**config.mk**
```make
export PLATFORM = sky130hd
export DESIGN_NAME = qte_sqrt_cell
export DESIGN_NICKNAME = d
export VERILOG_FILES = /design/src/design/qte_pkg.sv /design/src/design/qte_sqrt_cell.sv
export SDC_FILE = /design/constraint.sdc
export NUM_CORES = 1
export LEC_CHECK = 0
export ABC_AREA = 1
export CAP_MARGIN = 5
export CORE_AREA = 2 2 204 206
export DETAILED_ROUTE_END_ITERATION = 8
export DIE_AREA = 0 0 206 208
export DONT_BUFFER_PORTS = 1
export MAX_ROUTING_LAYER = met4
export RECOVER_POWER = 25
export SETUP_SLACK_MARGIN = 0.4
export SLEW_MARGIN = 20
export SYNTH_ARGS = -nofsm -noshare
export SYNTH_HDL_FRONTEND = slang
export SYNTH_SLANG_ARGS = --single-unit
```
**constraint.sdc**
```tcl
create_clock -name clk_i -period 0.9 [get_ports clk_i]
set_clock_uncertainty 0.05 [all_clocks]
set_input_delay 0.09 -clock clk_i [delete_from_list [all_inputs] [get_ports clk_i]]
set_output_delay 0.09 -clock clk_i [all_outputs]
set_load 0.01 [all_outputs]
```
**src/design/qte_pkg.sv**
```systemverilog
`default_nettype none
package qte_pkg;

  // datapath widths
  localparam int PW = 34;   // numerators, denominators, asin argument (2^30 = one)
  localparam int DW = 38;   // CORDIC x/y with gain headroom
  localparam int AW = 34;   // angle accumulator, 2^30 = one
  localparam int RW = 31;   // square root result
  localparam int NW = 61;   // square root radicand / remainder
  localparam int SIDE_W = 5 * PW + 1;
  localparam int TABLE_LEN = 24;

  localparam logic signed [AW-1:0] HALF_PI_Q30 = 34'sd1686629713;
  localparam logic signed [PW-1:0] ONE_Q30 = 34'sd1073741824;
  localparam logic [NW-1:0] FULL_Q60 = 61'h1000000000000000;
  localparam logic signed [15:0] PI_Q13 = 16'sd25736;
  localparam logic signed [15:0] HALF_PI_Q13 = 16'sd12868;

  typedef struct packed {
    logic signed [DW-1:0] x;
    logic signed [DW-1:0] y;
    logic signed [AW-1:0] acc;
    logic                 zero;
  } vec_t;

  typedef struct packed {
    logic sat;
    logic neg;
  } pitch_side_t;

  // atan(2^-i), 2^30 = one
  function automatic logic [31:0] atan_q30(int i);
    logic [31:0] r;
    case (i)
      0: r = 32'h3243F6A8;   1: r = 32'h1DAC6705;   2: r = 32'h0FADBAFC;
      3: r = 32'h07F56EA6;   4: r = 32'h03FEAB76;   5: r = 32'h01FFD55B;
      6: r = 32'h00FFFAAA;   7: r = 32'h007FFF55;   8: r = 32'h003FFFEA;
      9: r = 32'h001FFFFD;  10: r = 32'h000FFFFF;  11: r = 32'h0007FFFF;
      12: r = 32'h0003FFFF; 13: r = 32'h0001FFFF;  14: r = 32'h0000FFFF;
      15: r = 32'h00007FFF; 16: r = 32'h00003FFF;  17: r = 32'h00001FFF;
      18: r = 32'h00000FFF; 19: r = 32'h000007FF;  20: r = 32'h000003FF;
      21: r = 32'h000001FF; 22: r = 32'h000000FF;  23: r = 32'h0000007F;
      default: r = 32'h0;
    endcase
    return r;
  endfunction

  // quarter-turn prerotation for a negative abscissa
  function automatic vec_t prerot(logic signed [DW-1:0] y, logic signed [DW-1:0] x);
    vec_t v;
    v.zero = (x == '0) && (y == '0);
    if (x[DW-1]) begin
      if (!y[DW-1]) begin
        v.x = y;
        v.y = -x;
        v.acc = HALF_PI_Q30;
      end else begin
        v.x = -y;
        v.y = x;
        v.acc = -HALF_PI_Q30;
      end
    end else begin
      v.x = x;
      v.y = y;
      v.acc = '0;
    end
    return v;
  endfunction

  // accumulator to Q3.13, round half up, clamp to +-lim
  function automatic logic signed [15:0] to_q13(logic signed [AW-1:0] a,
                                                logic signed [15:0] lim);
    logic signed [AW-1:0] t;
    logic signed [AW-1:0] l;
    logic signed [15:0] r;
    t = (a + 34'sd65536) >>> 17;
    l = AW'(lim);
    if (t > l) r = lim;
    else if (t < -l) r = -lim;
    else r = t[15:0];
    return r;
  endfunction

endpackage
`default_nettype wire

```
**src/design/qte_sqrt_cell.sv**
```systemverilog
`default_nettype none
// one result bit of a restoring square root
module qte_sqrt_cell #(
  parameter int BIT = 0
) (
  input  wire logic                        clk_i,
  input  wire logic                        rst_ni,
  input  wire logic                        en_i,
  input  wire logic                        valid_i,
  input  wire logic [qte_pkg::NW-1:0]      rem_i,
  input  wire logic [qte_pkg::RW-1:0]      root_i,
  input  wire logic [qte_pkg::SIDE_W-1:0]  side_i,
  output logic                             valid_o,
  output logic [qte_pkg::NW-1:0]           rem_o,
  output logic [qte_pkg::RW-1:0]           root_o,
  output logic [qte_pkg::SIDE_W-1:0]       side_o
);
  localparam int TW = qte_pkg::NW + 1;

  logic [TW-1:0] trial;
  logic          fits;

  // (root + 2^BIT)^2 - root^2
  assign trial = (TW'(root_i) << (BIT + 1)) + (TW'(1) << (2 * BIT));
  assign fits  = {1'b0, rem_i} >= trial;

  always_ff @(posedge clk_i or negedge rst_ni) begin
    if (!rst_ni) begin
      valid_o <= 1'b0;
    end else if (en_i) begin
      valid_o <= valid_i;
    end
  end

  always_ff @(posedge clk_i) begin
    if (en_i) begin
      rem_o  <= fits ? rem_i - trial[qte_pkg::NW-1:0] : rem_i;
      root_o <= fits ? (root_i | (qte_pkg::RW'(1) << BIT)) : root_i;
      side_o <= side_i;
    end
  end
endmodule
`default_nettype wire

```
==> qor.csv, run 1 <==
stage,metric,value,unit
status,run status,"finished, violations left",
status,failing checks,"negative hold slack, negative setup slack",
synth,Post-synth ARST share,0.379,%
critical_path,Worst R2R Start,valid_o,
critical_path,Worst path max stage delay,0.32,ns
synth,post-synthesis area per instance,9.84,sq um
finish,post-route insts no fill,2320,
sta,Fin. Hold Viols,299,
sta,max_slew headroom,76.0,%
pwr,P_leak,0.00812,uW
worst_hold_path,Hold Path Origin,en_i,
sta,RSZ-0062 raised after global routing,yes,
synth,Post-synth EDFFs,263,
drt,Avg WL per Cell,24.4,microns
floorplan,IO Count,531,
floorplan,FP Rows,74,
clock_tree,Max clock buf depth,3,
global_route,aggregate global routing overflow,0,
drt,post-detailed-route count of antenna-violating nets,0,
sta,Tmin final,1.42,ns
sta,worst setup margin,-0.521,ns
critical_path,"Critical Path, Cell by Cell",clkinvlp_4 -> ha_4 -> nand2_4 -> nor2_4 -> inv_2 -> nor2_4 -> nand2_2 -> nor3_2 -> a21oi_2 -> nand2_4 -> inv_6 -> buf_12 -> nand2_1 -> nand2_1,
critical_path,worst setup path start,root_i[24],
clock_tree,"Reg clk slew, reported paths",0.06,ns
place,post-DP HPWL,43.2,mm
sta,"Slew Viols, Final",0,
clock_tree,Num CTS Buffers,30,
critical_path,Slowest cell on crit path,ha_4,
critical_path,critical path launch point type,input port,
drt,DR vias,10900,
synth,syn_nets,1591,
sta,Fin Hold WS,-0.430,ns
pwr,maximum VDD drop,1.34,mV
critical_path,Critical Path End Type,flip-flop,
place,pre-CTS setup slack,-1.23,ns
synth,area of the mapped netlist,12700,sq um
global_route,antenna violations before repair,9,
worst_hold_path,worst min path class,in2reg,
clock_tree,CTS tree,yes,
floorplan,Die W,206,microns
drt,1st-pass router iterations,5,
sta,Final period util,158,%
place,placer congestion estimate,1.05,
finish,Syn-to-layout area delta,52.9,%
clock_tree,H-Tree Depth,1,
pwr,Tot Pwr,34800,uW
place,Placed Cells,2000,
run,Max Cap Violations,0,
synth,top_reg_cell synth,edfxtp_1,
floorplan,Die Y,208,microns
synth,synth unique cells,33,
clock_tree,clk root buf,clkbuf_16,
drt,number of vias per cell,4.71,
global_route,first-pass GRT wire length,77.6,mm
synth,synthesized flop and latch total,264,
drt,total wire length,56.6,mm
global_route,vias in the first global route,11000,
drt,residual DRC count,0,
critical_path,critical path class,in2reg,
finish,share of layout cells above drive strength 1,27.6,%
finish,Final nets,2051,
pwr,pwr dens,1790,nW/um^2
global_route,largest net degree at the start of global routing,265,
place,Port-buffer cells,0,
critical_path,CP Max Fanout,13,
clock_tree,Clock Latency Late Sink,0.58,ns
global_route,total track usage,26.1,%
floorplan,Initial Util,31.3,%
finish,Layout fillers,3742,
sta,setup TNS,-101.80,ns
synth,share of the yosys chip area belonging to registers,62.3,%
synth,Mapped Cells,1291,
floorplan,Die Footprint,42800,sq um
critical_path,required time worst endpoint,1.19,ns
sta,fmax,0.704,GHz
critical_path,Worst EP arrival,1.71,ns
sta,worst-margin pin slew,0.360,ns
sta,setup violators final,327,
drt,initial DRC count,762,
clock_tree,clk sinks,264,
synth,yosys warns,0,
floorplan,core area,40600,sq um
power breakdown:
part           leakage, uW  switching [uW]  internal (uW)
sequential         0.00259            1380          14900
combinational      0.00502            2610           2680
clock             0.000517            5470           7790
final cells by class:
class                      instances  area, sq um  share of cell area (%)
antenna                           13         32.5                   0.167
clock buffer                      33          783                    4.03
clock inverter                    23          275                    1.42
inverter                         207          817                    4.20
multi-input combinational        811         4880                    25.1
sequential                       264         7920                    40.8
tap                              532          666                    3.42
timing repair buffer             437         4060                    20.9
stage by stage:
stage	utilization (%)	cell area (sq um)
2_1_floorplan	-	13300
3_3_place_gp	37.9	15400
3_5_place_dp	37.9	15400
4_1_cts	47.1	19100
5_1_grt	47.9	19400
6_report	47.9	19400
synth_stat cells (3+ instances only):
cell,count,area (sq um)
nor3_1,13,65.1
buf_8,3,45.0
nand2_2,10,62.6
nor3_2,4,40.0
nand3b_1,11,82.6
o21bai_1,6,45.0
inv_1,199,747
o21ai_0,5,25.0
ha_1,32,400
inv_2,7,26.3
and2_1,3,18.8
a21oi_2,20,175
xor2_1,26,228
edfxtp_1,263,7900
nand2_1,456,1710
nor2_1,116,435
nor2_2,8,50.1
buf_4,5,37.5
a21oi_1,29,145
nand3_1,52,260
nand4_1,8,50.1
layer usage:
| metal | GRT usage [%] | share of wire [%] | up-vias |
|---|---|---|---|
| met4 | 6.40 | 2.3 | 0 |
| met5 | - | 0 | - |
| met2 | 42.2 | 47 | 502 |
| met3 | 6.88 | 9.3 | 58 |
| met1 | 32.4 | 41 | 5244 |
| li1 | - | - | 5112 |
logic make-up after synthesis:
family          after synthesis  synth area share (%)
compound gates               61                  3.11
fa+ha+maj                    33                  3.31
xor+xnor                     27                  1.86
flops                       264                  62.3
mux                           1                0.0886
simple gates                689                  22.4
buf+inv                     216                  6.87
critical path: cells and delay by family:
family | cells | cell delay [ns]
buf+inv | 4 | 0.41
simple gates | 8 | 0.76
fa+ha+maj | 1 | 0.32
compound gates | 1 | 0.10
registers in the layout (all words and copies together) (netlist names):
register and count:
root_o 31, valid_o 1, side_o 171, rem_o 61
cell usage in the layout, fill, tap and decap left out, types with 15 or more instances in the layout:
cell type	netlist	layout
inv_1	199	172
dlygate4sd3_1	0	233
nor2_2	8	23
clkbuf_16	0	31
a21oi_1	29	15
nand2_2	10	49
ha_4	0	31
nand2_1	456	402
nand3_1	52	44
a21oi_2	20	31
nor2_1	116	87
nor2_4	2	16
buf_4	5	179
xor2_1	26	26
edfxtp_1	263	263
inv_2	7	25
nand2_4	1	16
path summary, 6_finish.rpt:
check	endpoint	slack, ns	cells after the start
worst min-delay path	side_o[13]	-0.43	0
worst max-delay path	rem_o[28]	-0.52	14
min in group asynchronous	valid_o	0.20	2
worst min register to register	valid_o	0.59	2
max in group asynchronous	valid_o	0.49	2
worst max register to register	valid_o	-0.04	2
what timing repair did:
item / 4_1_cts / 5_1_grt
endpoints found under the hold margin: 528 / 308
gates resized for setup: 86 / 51
setup buffers: 12 / 5
setup endpoints to repair: 327 / 327
cloned: 1 / 0
pin swaps: 27 / 18
hold buffers: 222 / 11
No activity file was read; power rests on OpenSTA's default activity.
==> run 2, diff against run 1 <==
--- a/config.mk
+++ b/config.mk
@@ -7,12 +7,15 @@
 export LEC_CHECK = 0
 export ABC_AREA = 1
 export CAP_MARGIN = 5
-export CORE_AREA = 2 2 204 206
+export CELL_PAD_IN_SITES_DETAIL_PLACEMENT = 1
+export CELL_PAD_IN_SITES_GLOBAL_PLACEMENT = 1
+export CORE_AREA = 2 2 206 208
 export DETAILED_ROUTE_END_ITERATION = 8
-export DIE_AREA = 0 0 206 208
+export DIE_AREA = 0 0 208 210
 export DONT_BUFFER_PORTS = 1
 export MAX_ROUTING_LAYER = met4
-export RECOVER_POWER = 25
+export PLACE_DENSITY_LB_ADDON = 0.1
+export RECOVER_POWER = 100
 export SETUP_SLACK_MARGIN = 0.4
 export SLEW_MARGIN = 20
 export SYNTH_ARGS = -nofsm -noshare
==> qor.csv, run 2 (same netlist as run 1, synthesis figures left out) <==
stage,metric,value,unit,change
status,run status,"finished, violations left",,
status,failing checks,"negative hold slack, negative setup slack",,
finish,max reg flops,171,,unchanged
sta,worst-margin pin slew,1.25,ns,+0.890 ns
global_route,first-pass GRT wire length,83.8,mm,+8.0%
sta,worst setup margin,-0.586,ns,-0.0646 ns
sta,Tmin final,1.49,ns,+0.0646 ns
sta,Final period util,165,%,+7.2 points
pwr,P_leak,0.00873,uW,+7.5%
clock_tree,Clock Latency Late Sink,0.55,ns,-0.03 ns
sta,RSZ-0062 raised after global routing,yes,,
sta,Fin. Hold Viols,61,,-80%
global_route,antenna violations before repair,6,,-3
finish,Final nets,2110,,+2.9%
worst_hold_path,worst min path class,in2reg,,
pwr,maximum VDD drop,1.34,mV,+0.69%
sta,fmax,0.673,GHz,-4.3%
global_route,largest net degree at the start of global routing,265,,unchanged
finish,"most common cell after layout, fill and taps aside",nand2_1,,
critical_path,CP Max Fanout,5,,-8
sta,setup violators final,326,,-0.31%
critical_path,required time worst endpoint,1.17,ns,-0.02 ns
critical_path,critical path class,in2reg,,
clock_tree,H-Tree Depth,1,,unchanged
finish,"Most flops, register",side_o,,
floorplan,Initial Util,30.6,%,-0.70 points
floorplan,Die Y,210,microns,+0.96%
place,Port-buffer cells,0,,unchanged
global_route,aggregate global routing overflow,0,,unchanged
drt,residual DRC count,0,,unchanged
floorplan,core area,41500,sq um,+2.3%
global_route,vias in the first global route,11800,,+7.4%
drt,DR vias,11300,,+3.7%
drt,initial DRC count,607,,-20%
sta,Fin Hold WS,-0.387,ns,+0.0430 ns
finish,post-route insts no fill,2379,,+2.5%
critical_path,Worst R2R Setup Slack,0.09,ns,+0.13 ns
floorplan,Die Footprint,43700,sq um,+1.9%
finish,Final Util,50.6,%,+2.6 points
floorplan,IO Count,531,,unchanged
finish,Seq. cell area,7920,sq um,unchanged
finish,Layout fillers,4509,,+20%
finish,Syn-to-layout area delta,65.0,%,
critical_path,Critical Path End Type,flip-flop,,
finish,biggest regs,"side_o (171), rem_o (61), root_o (31)",,
sta,max_slew headroom,16.6,%,-59 points
drt,number of vias per cell,4.76,,+1.1%
finish,multi-input logic area,5870,sq um,+20%
sta,"Slew Viols, Final",0,,unchanged
place,Placed Cells,2007,,+0.35%
critical_path,critical path launch point type,input port,,
critical_path,Worst EP arrival,1.76,ns,+0.05 ns
finish,"commonest non-fill, non-tap cells in the layout","nand2_1 (286), edfxtp_1 (263), dlygate4sd3_1 (242)",,
clock_tree,Num CTS Buffers,29,,-3.3%
drt,1st-pass router iterations,5,,unchanged
clock_tree,CTS tree,yes,,
run,Max Cap Violations,0,,unchanged
clock_tree,"Reg clk slew, reported paths",0.06,ns,about the same
drt,post-detailed-route count of antenna-violating nets,0,,unchanged
finish,share of layout cells above drive strength 1,40.5,%,+13 points
drt,Avg WL per Cell,25.3,microns,+3.6%
pwr,pwr dens,1640,nW/um^2,-8.3%
place,post-DP HPWL,44.5,mm,+2.9%
floorplan,FP Rows,75,,+1.4%
floorplan,Die W,208,microns,+0.97%
global_route,total track usage,27.0,%,+0.92 points
clock_tree,clk root buf,clkbuf_16,,
clock_tree,clk sinks,264,,unchanged
place,placer congestion estimate,0.916,,-13%
clock_tree,Max clock buf depth,3,,unchanged
drt,total wire length,60.2,mm,+6.3%
## run 2: area by class of cell
class	instances	share of cell area (%)
flip-flops and latches	264	37.8
diodes	8	0.0954
repair buffers	497	22.2
inverters	207	4.26
clock inverters	23	0.978
multi-input cells	811	28.0
clock buffers	30	3.48
well taps	539	3.22
## run 2: repair_timing
item	CTS	global route
endpoints found under the hold margin	528	300
buffers inserted	40	25
endpoints found under the setup margin	327	328
resized for setup	218	260
pin swaps	68	98
hold buffers	230	12
gates cloned	1	3
## run 2: worst paths after layout
| path | from | depth (start not counted) | to |
|---|---|---|---|
| setup reg to reg | valid_o | 1 | valid_o |
| hold reg to reg | valid_o | 1 | valid_o |
| hold / removal | en_i | 0 | rem_o[47] |
| max in group asynchronous | rst_ni | 2 | valid_o |
| setup / recovery | root_i[27] | 16 | rem_o[28] |
| min in group asynchronous | rst_ni | 2 | valid_o |
## run 2: through the flow
step	hold WS, ns	worst slack [ns]	TNS, ns	power (uW)	area, sq um
2_1_floorplan	-0.256	-0.874	-51.67	18200	13300
3_3_place_gp	-0.255	-1.37	-75.84	20400	15400
3_5_place_dp	-0.255	-1.41	-77.05	20400	15400
4_1_cts	-0.456	-0.513	-101.99	33900	19700
5_1_grt	-0.411	-0.661	-109.05	35700	21000
6_report	-0.387	-0.586	-96.05	34500	21000
## run 2: report_power, final
part,total [uW],switching (uW),internal [uW]
sequential,16300,1330,14900
clock,12000,5210,6760
combinational,6250,3100,3150
total,34500,9650,24800
## run 2: layer usage
metal / track usage (%) / share of wire, % / vias to the layer above
met4: 4.33 / 1.6 / 0
met5: - / 0 / -
met1: 34.8 / 43 / 5682
met3: 5.32 / 6.0 / 61
li1: - / - / 5208
met2: 45.1 / 50 / 364
## run 2: critical path, cell delays in order
cell	delay [ns]
inv_4	0.02
ha_4	0.27
nand2_4	0.09
buf_4	0.12
nor2_4	0.04
nor2_4	0.13
nand2_2	0.08
a21oi_2	0.12
nand2_2	0.07
nand2_2	0.08
nand2_4	0.10
buf_12	0.14
buf_12	0.12
clkbuf_16	0.16
nand2_4	0.07
nand2_2	0.04
==> run 3, diff against run 2 <==
--- a/config.mk
+++ b/config.mk
@@ -14,7 +14,7 @@
 export DIE_AREA = 0 0 208 210
 export DONT_BUFFER_PORTS = 1
 export MAX_ROUTING_LAYER = met4
-export PLACE_DENSITY_LB_ADDON = 0.1
+export PLACE_DENSITY_LB_ADDON = 0.3
 export RECOVER_POWER = 100
 export SETUP_SLACK_MARGIN = 0.4
 export SLEW_MARGIN = 20
==> qor.csv, run 3 (same netlist as run 1, synthesis figures left out) <==
stage,metric,value,unit,change
floorplan,Die Footprint,43700,sq um,unchanged
clock_tree,clk sinks,264,,unchanged
pwr,Clk pwr share,35.8,%,+1.1 points
global_route,total track usage,27.8,%,+0.83 points
critical_path,Critical Path End Type,flip-flop,,
floorplan,IO Count,531,,unchanged
pwr,maximum VDD drop,1.28,mV,-4.9%
finish,share of layout cells above drive strength 1,34.5,%,-6.0 points
drt,number of vias per cell,4.81,,+1.1%
drt,residual DRC count,0,,unchanged
clock_tree,Num CTS Buffers,30,,+3.4%
clock_tree,clk root buf,clkbuf_16,,
place,Port-buffer cells,0,,unchanged
pwr,combinational fraction of design power,16.9,%,-1.2 points
worst_hold_path,Hold Path Origin,en_i,,
sta,fmax,0.688,GHz,+2.2%
global_route,largest net degree at the start of global routing,265,,unchanged
critical_path,Worst R2R Start,valid_o,,
global_route,met3 usage,6.44,%,+1.1 points
finish,"most common cell after layout, fill and taps aside",nand2_1,,
finish,Final nets,2070,,-1.9%
floorplan,FP Rows,75,,unchanged
critical_path,required time worst endpoint,1.17,ns,about the same
sta,setup violators final,326,,unchanged
critical_path,critical path launch point type,input port,,
critical_path,CP Max Fanout,6,,+1
drt,1st-pass router iterations,5,,unchanged
finish,biggest regs,"side_o (171), rem_o (61), root_o (31)",,
critical_path,"Critical Path, Cell by Cell",inv_2 -> ha_4 -> nand2_1 -> nand2_2 -> nand2_2 -> nand2_2 -> a21oi_2 -> nand2_2 -> nand2_1 -> nand2_2 -> nand2_4 -> nand2_8 -> buf_4 -> buf_12 -> nand2_1 -> nand2_1,,
sta,worst-margin pin slew,1.07,ns,-0.182 ns
sta,Tmin final,1.45,ns,-0.0314 ns
status,failing checks,"negative hold slack, negative setup slack",,
sta,RSZ-0062 raised after global routing,yes,,
pwr,P_leak,0.00840,uW,-3.8%
pwr,NetSw,9520,uW,-1.3%
sta,Final period util,162,%,-3.5 points
critical_path,Worst path max stage delay,0.26,ns,about the same
clock_tree,CTS tree,yes,,
global_route,antenna violations before repair,12,,+6
pwr,sequential group share of total power,47.3,%,+0.2 points
sta,Fin Hold WS,-0.414,ns,-0.0274 ns
clock_tree,"Reg clk slew, reported paths",0.06,ns,about the same
pwr,Sw Share,27.5,%,-0.44 points
floorplan,core area,41500,sq um,unchanged
drt,DR vias,11300,,-0.43%
drt,initial DRC count,656,,+8.1%
sta,Fin. Hold Viols,87,,+43%
place,placer congestion estimate,1.03,,+12%
drt,post-detailed-route count of antenna-violating nets,0,,unchanged
global_route,vias in the first global route,11800,,+0.16%
critical_path,worst path buffer plus inverter count,3,,-2
critical_path,critical path class,in2reg,,
sta,"Slew Viols, Final",0,,unchanged
finish,Final Util,48.7,%,-1.9 points
floorplan,Die Y,210,microns,unchanged
clock_tree,Max clock buf depth,3,,unchanged
global_route,aggregate global routing overflow,0,,unchanged
sta,worst setup margin,-0.555,ns,+0.0314 ns
critical_path,Worst EP arrival,1.73,ns,-0.03 ns
global_route,M2 GR Usage,45.7,%,+0.60 points
critical_path,worst setup path start,root_i[5],,
critical_path,Critical Path Most Common Cell,nand2_2,,
pwr,Pint,25000,uW,+0.88%
finish,Syn-to-layout area delta,59.0,%,
finish,"commonest non-fill, non-tap cells in the layout","nand2_1 (330), edfxtp_1 (263), dlygate4sd3_1 (242)",,
place,post-DP HPWL,46.2,mm,+3.7%
run,Max Cap Violations,0,,unchanged
global_route,met1 usage,35.3,%,+0.57 points
clock_tree,H-Tree Depth,1,,unchanged
worst_hold_path,worst min path class,in2reg,,
clock_tree,Clock Latency Late Sink,0.57,ns,+0.02 ns
drt,total wire length,61.5,mm,+2.3%
finish,"Most flops, register",side_o,,
status,run status,"finished, violations left",,
floorplan,Die W,208,microns,unchanged
finish,max reg flops,171,,unchanged
pwr,pwr dens,1710,nW/um^2,+4.1%
sta,max_slew headroom,28.7,%,+12 points
critical_path,cell family with most CP delay,simple AND/OR/NAND/NOR gates,,
floorplan,Initial Util,30.6,%,unchanged
global_route,first-pass GRT wire length,85.1,mm,+1.6%
drt,Avg WL per Cell,26.3,microns,+3.8%
global_route,GRT busiest layer,met2,,
critical_path,Slowest cell on crit path,ha_4,,
run 3: cell count changes in the layout (fill, tap and decap cells not counted), sizes merged:
cell / previous run / this run
buf: 252 / 212
diode: 8 / 15
clkinv: 15 / 9
clkbuf: 33 / 38
clkinvlp: 3 / 1
bufinv: 3 / 4
inv: 209 / 208
run 3: what timing repair did:
| item | in CTS | in global routing |
|---|---|---|
| pin swaps | 29 | 55 |
| cloned | 1 | 2 |
| hold endpoints to repair | 528 | 302 |
| endpoints found under the setup margin | 327 | 327 |
| gates resized for setup | 174 | 165 |
| setup buffers | 19 | 9 |
| hold buffers | 228 | 14 |
run 3: per-layer routing:
layer	routed length [microns]	vias up	share of wire, %
li1	-	5137	-
met1	25700	5609	42
met2	29700	441	48
met3	4790	79	7.8
met4	1320	0	2.1
met5	0	-	0
run 3: final cells by class:
| type | count | area [sq um] |
|---|---|---|
| Timing Repair Buffer | 456 | 4230 |
| Multi-Input combinational cell | 811 | 5520 |
| Tap cell | 539 | 674 |
| Antenna cell | 15 | 37.5 |
| Clock buffer | 36 | 773 |
| Clock inverter | 15 | 194 |
| Fill cell | 4537 | 21300 |
| Inverter | 207 | 846 |
| Sequential cell | 264 | 7920 |
run 3: power by group through the flow:
stage / Sequential (uW) / Clock [uW] / Combinational [uW]
after floorplan: 16000 / 0 / 2230
after global placement: 16600 / 0 / 3860
after detailed placement: 16500 / 0 / 3920
after CTS: 16300 / 12700 / 5380
after global routing: 16400 / 13100 / 6340
final: 16300 / 12400 / 5840
run 3: per-stage QoR:
stage / worst slack, ns / cells / total power, uW / area (sq um) / TNS, ns
3_5_place_dp: -1.42 / 2004 / 20500 / 15300 / -72.81
2_1_floorplan: -0.874 / 1291 / 18200 / 13300 / -51.67
3_3_place_gp: -1.41 / 2004 / 20400 / 15300 / -72.29
5_1_grt: -0.629 / 2339 / 35800 / 20200 / -111.97
6_report: -0.555 / 2343 / 34600 / 20200 / -101.46
4_1_cts: -0.463 / 2303 / 34400 / 19300 / -106.43
run 3: worst paths after layout:
kind                                   to  slack (ns)  depth (start not counted)
worst min register to register    valid_o        0.53                          1
worst max register to register    valid_o        0.05                          1
worst max-delay path            rem_o[19]       -0.55                         16
min in group asynchronous         valid_o        0.27                          2
worst min-delay path            rem_o[55]       -0.41                          0
max in group asynchronous         valid_o        0.42                          2
